===== config.mk =====
export PLATFORM = sky130hd
export DESIGN_NAME = video_timestamp_retimer
export DESIGN_NICKNAME = d
export VERILOG_FILES = /design/src/hw/rtl/vtr_pkg.sv /design/src/hw/rtl/vtr_front.sv /design/src/hw/rtl/vtr_queue.sv /design/src/hw/rtl/vtr_back.sv /design/src/hw/rtl/video_timestamp_retimer.sv
export SDC_FILE = /design/constraint.sdc
export NUM_CORES = 2
export LEC_CHECK = 0
export ABC_AREA = 1
export BUFFER_PORTS_ARGS = -buffer_cell sky130_fd_sc_hd__buf_2
export CAP_MARGIN = 20
export CORE_MARGIN = 5
export CORE_UTILIZATION = 50
export DETAILED_ROUTE_END_ITERATION = 12
export GPL_ROUTABILITY_DRIVEN = 0
export PLACE_DENSITY_LB_ADDON = 0.05
export RECOVER_POWER = 50
export SKIP_CTS_REPAIR_TIMING = 1
export SLEW_MARGIN = 30
export SYNTH_ARGS = -nofsm -noshare
export SYNTH_HDL_FRONTEND = slang
export SYNTH_SLANG_ARGS = --single-unit

===== constraint.sdc =====
create_clock -name aclk -period 33.4 [get_ports aclk]
set_input_delay 1.67 -clock aclk [delete_from_list [all_inputs] [get_ports aclk]]
set_output_delay 1.67 -clock aclk [all_outputs]
set_load 0.05 [all_outputs]

===== src/hw/rtl/vtr_pkg.sv =====
// shared types, constants and codes of the video timestamp retimer
package vtr_pkg;

    // stamp and field widths
    localparam int StampW   = 64;
    localparam int FdW      = 30;
    localparam int DeltaW   = 32;
    localparam int DriftW   = 33;
    localparam int CountW   = 32;
    localparam int CorrW    = 2;
    localparam int SDataW   = 136;
    localparam int MDataW   = 136;
    localparam int ApbAddrW = 3;
    localparam int ApbDataW = 32;

    // largest valid stamp
    localparam logic [StampW-1:0] StampMax = 64'hFFFF_FFFF_FFFF_FFFE;

    // register reset value and register index
    localparam logic [FdW-1:0] FdReset = 30'd33333333;
    localparam logic [0:0] RegFrameDuration = 1'b0;

    // queue between classifier and retimer
    localparam int QDepth = 2;
    localparam int QPtrW  = $clog2(QDepth);
    localparam int QCntW  = $clog2(QDepth + 1);

    // request kinds handed to the retimer
    localparam logic [1:0] KindReset = 2'd0;
    localparam logic [1:0] KindPass  = 2'd1;
    localparam logic [1:0] KindRt    = 2'd2;
    localparam logic [1:0] KindAdd   = 2'd3;

    // classified request
    typedef struct packed {
        logic [1:0]        kind;
        logic [DeltaW-1:0] step;       // amount added to the last output stamp
        logic              pre_corr;   // delta or synthetic correction already taken
        logic [StampW-1:0] rt;         // running time, or pass-through stamp
        logic [StampW-1:0] rt_hi;      // saturated running time plus drift window
        logic [StampW-1:0] rt_lo;      // running time minus drift window
        logic              rt_lo_ok;   // running time not below the drift window
        logic              rt_ones;    // running time all ones
        logic              set_dur;
    } req_t;

    // saturating stamp add
    function automatic logic [StampW-1:0] sat_add(input logic [StampW-1:0] a,
                                                  input logic [StampW-1:0] b);
        logic [StampW:0] sum;
        sum = {1'b0, a} + {1'b0, b};
        if (sum > {1'b0, StampMax}) begin
            return StampMax;
        end
        return sum[StampW-1:0];
    endfunction

endpackage


===== src/hw/rtl/vtr_front.sv =====
// request classifier: timeline flags, source delta check, drift window bounds
module vtr_front
    import vtr_pkg::*;
(
    input  logic              aclk,
    input  logic              aresetn,
    input  logic [FdW-1:0]    frame_duration,
    input  logic              take,
    input  logic              action,
    input  logic [StampW-1:0] running_time,
    input  logic              running_time_valid,
    input  logic [StampW-1:0] source_pts,
    input  logic              source_pts_valid,
    input  logic              duration_valid,
    output req_t              req
);

    logic              anchor_valid_reg, anchor_valid_next;
    logic              history_valid_reg, history_valid_next;
    logic              last_known_reg, last_known_next;
    logic              syn_known_reg, syn_known_next;
    logic [StampW-1:0] last_src_reg, last_src_next;
    logic [FdW-1:0]    syn_fd_reg, syn_fd_next;

    logic [StampW-1:0] delta;
    logic [DeltaW-1:0] fd3;
    logic [DriftW-1:0] drift;
    logic              use_delta;
    logic              delta_bad;
    logic              passing;

    // frame duration multiples by shift and add
    assign fd3   = {2'b00, frame_duration} + {1'b0, frame_duration, 1'b0};
    assign drift = {2'b00, frame_duration, 1'b0} + {1'b0, frame_duration, 2'b00};

    // source delta and its plausibility window
    assign delta     = source_pts - last_src_reg;
    assign use_delta = source_pts_valid && history_valid_reg && last_known_reg
                       && (source_pts > last_src_reg);
    assign delta_bad = (delta < {35'd0, frame_duration[FdW-1:1]})
                       || (delta > {32'd0, fd3});
    assign passing   = !running_time_valid || (frame_duration == '0);

    // classify
    always_comb begin
        req          = '0;
        req.set_dur  = !duration_valid;
        req.rt       = running_time;
        req.rt_hi    = sat_add(running_time, {31'd0, drift});
        req.rt_lo    = running_time - {31'd0, drift};
        req.rt_lo_ok = running_time >= {31'd0, drift};
        req.rt_ones  = &running_time;
        if (action) begin
            req.kind = KindReset;
        end else if (passing) begin
            req.kind = KindPass;
            req.rt   = source_pts_valid ? source_pts : '0;
        end else if (!anchor_valid_reg) begin
            req.kind = KindRt;
        end else if (use_delta) begin
            req.kind     = KindAdd;
            req.step     = delta_bad ? {2'b00, frame_duration} : delta[DeltaW-1:0];
            req.pre_corr = delta_bad;
        end else if (syn_known_reg) begin
            // synthetic stamp steps by the duration in force at the last retimed frame
            req.kind     = KindAdd;
            req.step     = {2'b00, syn_fd_reg};
            req.pre_corr = source_pts_valid && history_valid_reg;
        end else begin
            req.kind = KindRt;
        end
    end

    // timeline flag update
    always_comb begin
        anchor_valid_next  = anchor_valid_reg;
        history_valid_next = history_valid_reg;
        last_known_next    = last_known_reg;
        syn_known_next     = syn_known_reg;
        last_src_next      = last_src_reg;
        syn_fd_next        = syn_fd_reg;
        if (take) begin
            if (action) begin
                anchor_valid_next  = 1'b0;
                history_valid_next = 1'b0;
                last_known_next    = 1'b0;
                syn_known_next     = 1'b0;
            end else if (!passing) begin
                anchor_valid_next  = 1'b1;
                history_valid_next = 1'b1;
                last_known_next    = source_pts_valid;
                syn_known_next     = 1'b1;
                last_src_next      = source_pts_valid ? source_pts : '0;
                syn_fd_next        = frame_duration;
            end
        end
    end

    always_ff @(posedge aclk) begin
        if (!aresetn) begin
            anchor_valid_reg  <= 1'b0;
            history_valid_reg <= 1'b0;
            last_known_reg    <= 1'b0;
            syn_known_reg     <= 1'b0;
            last_src_reg      <= '0;
            syn_fd_reg        <= '0;
        end else begin
            anchor_valid_reg  <= anchor_valid_next;
            history_valid_reg <= history_valid_next;
            last_known_reg    <= last_known_next;
            syn_known_reg     <= syn_known_next;
            last_src_reg      <= last_src_next;
            syn_fd_reg        <= syn_fd_next;
        end
    end

endmodule


===== src/hw/rtl/vtr_queue.sv =====
// short request queue between classifier and retimer
module vtr_queue
    import vtr_pkg::*;
(
    input  logic aclk,
    input  logic aresetn,
    input  logic push,
    input  req_t push_req,
    output logic full,
    input  logic pop,
    output logic avail,
    output req_t pop_req
);

    req_t             slot_reg [QDepth];
    logic [QPtrW-1:0] wr_ptr_reg, wr_ptr_next;
    logic [QPtrW-1:0] rd_ptr_reg, rd_ptr_next;
    logic [QCntW-1:0] count_reg, count_next;

    assign full    = (count_reg == QCntW'(QDepth));
    assign avail   = (count_reg != '0);
    assign pop_req = slot_reg[rd_ptr_reg];

    // pointer and fill update
    always_comb begin
        wr_ptr_next = wr_ptr_reg;
        rd_ptr_next = rd_ptr_reg;
        count_next  = count_reg;
        if (push) begin
            wr_ptr_next = (wr_ptr_reg == QPtrW'(QDepth - 1)) ? '0 : wr_ptr_reg + 1'b1;
        end
        if (pop) begin
            rd_ptr_next = (rd_ptr_reg == QPtrW'(QDepth - 1)) ? '0 : rd_ptr_reg + 1'b1;
        end
        if (push && !pop) begin
            count_next = count_reg + 1'b1;
        end else if (pop && !push) begin
            count_next = count_reg - 1'b1;
        end
    end

    always_ff @(posedge aclk) begin
        if (!aresetn) begin
            wr_ptr_reg <= '0;
            rd_ptr_reg <= '0;
            count_reg  <= '0;
        end else begin
            wr_ptr_reg <= wr_ptr_next;
            rd_ptr_reg <= rd_ptr_next;
            count_reg  <= count_next;
        end
    end

    // storage
    always_ff @(posedge aclk) begin
        if (push) begin
            slot_reg[wr_ptr_reg] <= push_req;
        end
    end

endmodule


===== src/hw/rtl/vtr_back.sv =====
// retimer: output stamp, drift re-anchor, counters and output register
module vtr_back
    import vtr_pkg::*;
(
    input  logic              aclk,
    input  logic              aresetn,
    input  logic              avail,
    input  req_t              req,
    output logic              pop,
    output logic              m_tvalid,
    input  logic              m_tready,
    output logic [MDataW-1:0] m_tdata
);

    logic [StampW-1:0] last_out_reg, last_out_next;
    logic [CountW-1:0] corr_cnt_reg, corr_cnt_next;
    logic [CountW-1:0] frame_cnt_reg, frame_cnt_next;
    logic              out_valid_reg, out_valid_next;
    logic [MDataW-1:0] out_data_reg, out_data_next;

    logic [StampW-1:0] cand;
    logic [StampW-1:0] outp;
    logic              fail;
    logic [CorrW-1:0]  corr;

    assign pop = avail && (!out_valid_reg || m_tready);

    // candidate stamp and drift window check
    assign cand = (req.kind == KindAdd) ? sat_add(last_out_reg, {32'd0, req.step})
                                        : req.rt;
    assign fail = (cand > req.rt_hi) || req.rt_ones || (req.rt_lo_ok && (cand < req.rt_lo));
    assign outp = fail ? req.rt : cand;
    assign corr = {1'b0, req.pre_corr} + {1'b0, fail};

    // state and result
    always_comb begin
        last_out_next  = last_out_reg;
        corr_cnt_next  = corr_cnt_reg;
        frame_cnt_next = frame_cnt_reg;
        out_valid_next = out_valid_reg && !m_tready;
        out_data_next  = out_data_reg;
        if (pop) begin
            out_valid_next = 1'b1;
            unique case (req.kind)
                KindReset: begin
                    out_data_next = {4'd0, frame_cnt_reg, corr_cnt_reg, 2'd0, 1'b0, 1'b1,
                                     {StampW{1'b0}}};
                end
                KindPass: begin
                    out_data_next = {4'd0, frame_cnt_reg, corr_cnt_reg, 2'd0, 1'b0, 1'b1,
                                     req.rt};
                end
                KindRt, KindAdd: begin
                    last_out_next  = outp;
                    corr_cnt_next  = corr_cnt_reg + {30'd0, corr};
                    frame_cnt_next = frame_cnt_reg + 1'b1;
                    out_data_next  = {4'd0, frame_cnt_next, corr_cnt_next, corr, req.set_dur,
                                      1'b0, outp};
                end
                default: begin
                    out_data_next = out_data_reg;
                end
            endcase
        end
    end

    always_ff @(posedge aclk) begin
        if (!aresetn) begin
            last_out_reg  <= '0;
            corr_cnt_reg  <= '0;
            frame_cnt_reg <= '0;
            out_valid_reg <= 1'b0;
        end else begin
            last_out_reg  <= last_out_next;
            corr_cnt_reg  <= corr_cnt_next;
            frame_cnt_reg <= frame_cnt_next;
            out_valid_reg <= out_valid_next;
        end
    end

    // result payload
    always_ff @(posedge aclk) begin
        out_data_reg <= out_data_next;
    end

    assign m_tvalid = out_valid_reg;
    assign m_tdata  = out_data_reg;

endmodule


===== src/hw/rtl/video_timestamp_retimer.sv =====
// top level of the video timestamp retimer with its register port
//
//  port group   dir   contents
//  s_axis       in    frame or anchor-reset request, action in tuser
//  m_axis       out   retimed stamp, flags and counters, one per request
//  apb          in    frame_duration register at byte address 0
//
// one request per cycle while the result side takes results; a request's result is
// registered in the cycle after the request leaves the two-entry queue.
// the retimer loop (last output stamp to next candidate stamp) sets the rate.
// reset is synchronous and active low; the register returns to 33333333 ns.
// the queue absorbs output stalls; s_tready drops only while it is full.
module video_timestamp_retimer
    import vtr_pkg::*;
(
    input  logic                aclk,
    input  logic                aresetn,
    // input requests
    input  logic                s_tvalid,
    output logic                s_tready,
    // [63:0] running_time, [64] running_time_valid, [128:65] source_pts,
    // [129] source_pts_valid, [130] duration_valid, [135:131] zero
    input  logic [SDataW-1:0]   s_tdata,
    // [0] action
    input  logic                s_tuser,
    // results
    output logic                m_tvalid,
    input  logic                m_tready,
    // [63:0] out_pts, [64] passed_through, [65] set_duration,
    // [67:66] corrections_this_frame, [99:68] correction_total,
    // [131:100] frame_total, [135:132] zero
    output logic [MDataW-1:0]   m_tdata,
    // register port
    input  logic                psel,
    input  logic                penable,
    input  logic                pwrite,
    input  logic [ApbAddrW-1:0] paddr,
    input  logic [ApbDataW-1:0] pwdata,
    output logic [ApbDataW-1:0] prdata,
    output logic                pready
);

    logic [FdW-1:0] fd_reg, fd_next;
    logic           take;
    logic           q_full;
    logic           q_avail;
    logic           q_pop;
    req_t           front_req;
    req_t           back_req;

    // register port
    assign pready = 1'b1;
    assign prdata = (paddr[ApbAddrW-1:2] == RegFrameDuration) ? {2'b00, fd_reg} : '0;

    always_comb begin
        fd_next = fd_reg;
        if (psel && penable && pwrite && (paddr[ApbAddrW-1:2] == RegFrameDuration)) begin
            fd_next = pwdata[FdW-1:0];
        end
    end

    always_ff @(posedge aclk) begin
        if (!aresetn) begin
            fd_reg <= FdReset;
        end else begin
            fd_reg <= fd_next;
        end
    end

    // accept into the queue
    assign s_tready = !q_full;
    assign take     = s_tvalid && !q_full;

    vtr_front u_front (
        .aclk               (aclk),
        .aresetn            (aresetn),
        .frame_duration     (fd_reg),
        .take               (take),
        .action             (s_tuser),
        .running_time       (s_tdata[63:0]),
        .running_time_valid (s_tdata[64]),
        .source_pts         (s_tdata[128:65]),
        .source_pts_valid   (s_tdata[129]),
        .duration_valid     (s_tdata[130]),
        .req                (front_req)
    );

    vtr_queue u_queue (
        .aclk     (aclk),
        .aresetn  (aresetn),
        .push     (take),
        .push_req (front_req),
        .full     (q_full),
        .pop      (q_pop),
        .avail    (q_avail),
        .pop_req  (back_req)
    );

    vtr_back u_back (
        .aclk     (aclk),
        .aresetn  (aresetn),
        .avail    (q_avail),
        .req      (back_req),
        .pop      (q_pop),
        .m_tvalid (m_tvalid),
        .m_tready (m_tready),
        .m_tdata  (m_tdata)
    );

endmodule


Word level (Yosys, flattened, before mapping)
Memory sizes are Yosys's and may differ from the RTL's. A register that Yosys moved wholly into a read port is not among the register bits.
Cells that the tools add are included.
Widths: inputs -> output; s select.
{ "word_totals": {"reg_bits": 395, "ram_bits": 460, "input_bits": 179, "out_inout_bits": 171, "elab_cells": 109, "memories": 1} }
{ "classes": {"n_addsub": 13, "magnitude_cmp": 8, "eq_ne": 5, "muxes": 33, "n_bitwise": 3, "n_reduce_logical": 33} }
{ "memory_table": {"columns": ["memory", "depth", "width", "rd", "rd_ports_with_merged_regs", "wr", "line", "source"], "rows": [
  ["u_queue.slot_reg", 2, 230, 1, 1, 1, "vtr_queue.sv:15", "req_t slot_reg [QDepth];"]
]} }
{ "ops": {"columns": ["operator", "count"], "rows": [
  ["$mux 64", 8],
  ["$pmux 136 s3", 1],
  ["$gt 65x64->1 const B", 2],
  ["$gt 64x64->1", 2],
  ["$mux 33", 3],
  ["$mux 97", 1],
  ["$add 64x32->65", 1],
  ["$add 64x33->65", 1],
  ["$ge 64x33->1", 1],
  ["$gt 64x32->1", 1],
  ["$lt 64x29->1", 1],
  ["$lt 64x64->1", 1],
  ["$reduce_and 64->1", 1],
  ["$sub 64x33->64", 1],
  ["$sub 64x64->64", 1],
  ["$add 31x32->33", 1],
  ["$add 30x31->32", 1],
  ["$add 32x1->32 const B", 1],
  ["$add 32x2->32", 1],
  ["$mux 32", 1],
  ["$logic_not 30->1", 1],
  ["$mux 30", 1],
  ["$mux 1", 13],
  ["$logic_and 1x1->1", 12],
  ["other kinds (16)", 37]
]} }

Logic depth before layout (Yosys ltp)
{ "logic_depth": {"word_depth": 11, "mapped_depth": 71, "depth_no_buf": 65} }

Hierarchy
From an unflattened synthesis, not the netlist that was laid out.
{ "unflattened": {"hier_cells": 8621, "area_unflattened_um2": 63820.0} }
{ "modules_own_cells": {"columns": ["mod", "n_inst", "cells_per_inst", "area_per_inst_um2", "seq_area_each_um2"], "rows": [
  ["vtr_front", 1, 4249, 22675.5, 1921.8],
  ["vtr_back", 1, 3378, 21787.1, 6546.3],
  ["vtr_queue", 1, 751, 17848.4, 13913.3],
  ["video_timestamp_retimer", 1, 243, 1508.9, 600.6]
]} }

Least setup slack after synthesis
OpenSTA, ideal clock, no wires.
{ "synth_timing": {"path_kind": "input to register", "startpoint": "input s_tvalid", "endpoint": "memory u_queue.slot_reg[1][0] in the netlist's numbering (enable)", "setup_ps": 827, "arrival_ps": 11332, "required_time_ps": 32573, "path_slack_ps": 21241, "path_stages": 2, "n_path_buf": 0, "path_cell_list": "nand2_1 -> nor2_1"} }
{ "synth_via": {"elab_chain_len": 3} }
{ "synth_lines": {"columns": ["item", "line", "source"], "rows": [
  ["from (decl)", "video_timestamp_retimer.sv:19", "input logic s_tvalid,"],
  ["$logic_and 1x1->1", "video_timestamp_retimer.sv:72", "assign take = s_tvalid && !q_full;"],
  ["$mux 1", "vtr_queue.sv:56", "if (push) begin"],
  ["$mux 1 (implied by the code)", "vtr_queue.sv:57", "slot_reg[wr_ptr_reg] <= push_req;"],
  ["to (decl)", "vtr_queue.sv:15", null]
]} }
Every way passes these cells.

==> results.ini <==
[final_layout]
syn_to_final_growth_pct = 9.85
drive_above_1_share = 0.0704
final_nets = 7969
fin_util = 0.554
largest_reg_flops = 460

[power]
internal_power_uw = 2900
power_density_nw_per_um2 = 90.0
peakVddDrop_v = 0.0000954
p_clk_frac = 0.192
p_switching_uw = 2720
p_sw_frac = 0.484
power_frac_seq = 0.294
p_leak_uw = 0.0269
p_comb_frac = 0.515

[grt]
grt_pass1_wl_um = 287000
grt-ovfl-total = 0
grt_pass1_vias = 47300
grt_usage = 0.308
antenna_found_initial = 29
grt_max_degree = 170

[sta]
tns_ps = 0
max_freq_mhz = 72.1
rsz0062_at_grt = no
fin_crit_ps = 13880
finalSetupViolations = 0
fin_crit_sh = 0.415
drv_slew = 853
slew_headroom = -2.53
holdWs_ps = 458
hold_violations = 0
skew_ps = 30.2
tightest_slew_ps = 5300

[clock_tree]
cts_tree = built
cts_root_buffer = clkbuf_16
clock_sinks = 852
htree_levels = 3
insertion_delay_ps = 710
clockBufferDepth = 3
clk_pin_slew_ps = 60
cts_inserted_buffers = 95

[logic_synthesis]
synth_ff_type = edfxtp_1
ys_ff_latch = 852
ys_types = 63
synth_area_leaders = edfxtp_1 31%, nand2_1 9.3%, dfxtp_1 9.2%, ha_1 8.8%, inv_1 6.4%
synth.avg_cell_area_sq_um = 7.89
yosysTopAreaCell = edfxtp_1
ys_seq_area_frac = 0.404
synth_common_cells = 1411 x nand2_1, 966 x inv_1, 635 x a21oi_1
synth-edff-count = 592
synth_area_sq_um = 56800
yosysTopAreaCellShare = 0.313
async_reset_ff_frac = 0
yosysMostFrequentCell = nand2_1
synthCells = 7207
yosys_warnings = 0

[critical_path]
path_depth = 56
worst_ep_required_time_ps = 33840
cpPeakStageDelay_ps = 830
cp.buffers_inverters = 10
cp_max_fo = 56
cp-end-kind = flip-flop
ff2ff_path_depth = 56
path_delay_family = simple AND/OR/NAND/NOR gates
path_class = reg2reg
crit_path_frequent_cell = nand2_1
cpMaxStageDelayCell = dfxtp_4
worstPathArrival_ps = 14320
cp-start-kind = flip-flop

[placed_design]
hpwl_um = 150000
io_buffers = 333

[die]
fp-row-count = 123
io_pins = 350
start_util = 0.505
dieArea_sq_um = 121000
die_x_um = 347
fp.dieH_um = 347
core_area_sq_um = 113000

[routing]
highest_layer = met5
drcViolationCount = 0
ant_nets = 0
vias = 51300
wire_per_inst_um = 21.5
drt_iter0_markers = 5516
viasPerCell = 5.71
drt-total-wl_um = 194000
drt_pass1_iterations = 7
routed-wl-met2_um = 84100
met1Wirelength_um = 84500
wl_met3_um = 16700

[job]
maxCapViolCount = 12

[run_status]
violations = max-capacitance violations, max-slew violations
status = finished, violations left

[min_path]
hold_path_depth = 1
hold_class = reg2reg

==> kinds of logic after synthesis <==
kind of cell | synth area share
AOI/OAI and AO/OA | 0.138
xor gates and xnor gates | 0.0401
adders and majority gates | 0.0897
buffers and inverters | 0.0891
DFF | 0.404
muxes | 0.0224
other | 0.000132
and+or+nand+nor | 0.216
==> through the flow <==
stage	instances	worst slack (ps)	area, sq um	total power (uW)
finish	8982	19520	62400	5620
detailed placement	8787	19730	59400	4510
CTS	8966	19700	62600	5590
global placement	8787	19880	59400	4450
floorplan	7212	21240	56900	3720
global route	8973	18640	62400	5980
==> final timing paths <==
path	startpoint	endpoint	slack, ps
max	flip-flop	u_back.m_tdata[99]	19520
min	u_queue.rd_ptr_reg	flip-flop	460
max reg2reg	flip-flop	u_back.m_tdata[99]	19520
min reg2reg	u_queue.rd_ptr_reg	flip-flop	460
==> cell usage in the layout (no fill, tap or decap), types with 91 or more instances in the layout <==
master     instances
buf_2            196
mux2i_1          127
o21ai_0          483
ha_1             398
dfxtp_1          259
xor2_1           224
nor2_1           544
clkbuf_16         96
nand2_1         1409
inv_1            961
nor3_1            91
a21oi_1          633
edfxtp_1         592
nand4_1          107
nand3_1          505
clkbuf_1         170
==> power by group through the flow <==
stage	Combinational, uW	Sequential [uW]	Clock, uW
after detailed placement	2870	1640	0
final	2890	1650	1080
after CTS	2880	1620	1090
after global routing	3170	1680	1140
after global placement	2820	1640	0
after floorplan	1780	1940	0
==> area by class of cell <==
class | count | area (sq um)
Fill cell | 10700 | 50200
Multi-Input combinational cell | 5085 | 28900
Sequential cell | 852 | 23000
Inverter | 980 | 3680
Clock buffer | 125 | 2550
Tap cell | 1500 | 1880
Timing Repair Buffer | 372 | 1760
Clock inverter | 54 | 643
Antenna cell | 14 | 35.0
==> routing by layer <==
layer | up-vias | global-route usage
met3 | 387 | 0.0500
met1 | 24000 | 0.438
met5 | - | 0
met4 | 16 | 0.120
met2 | 2183 | 0.471
li1 | 24700 | -
(Power assumes the default switching activity.)
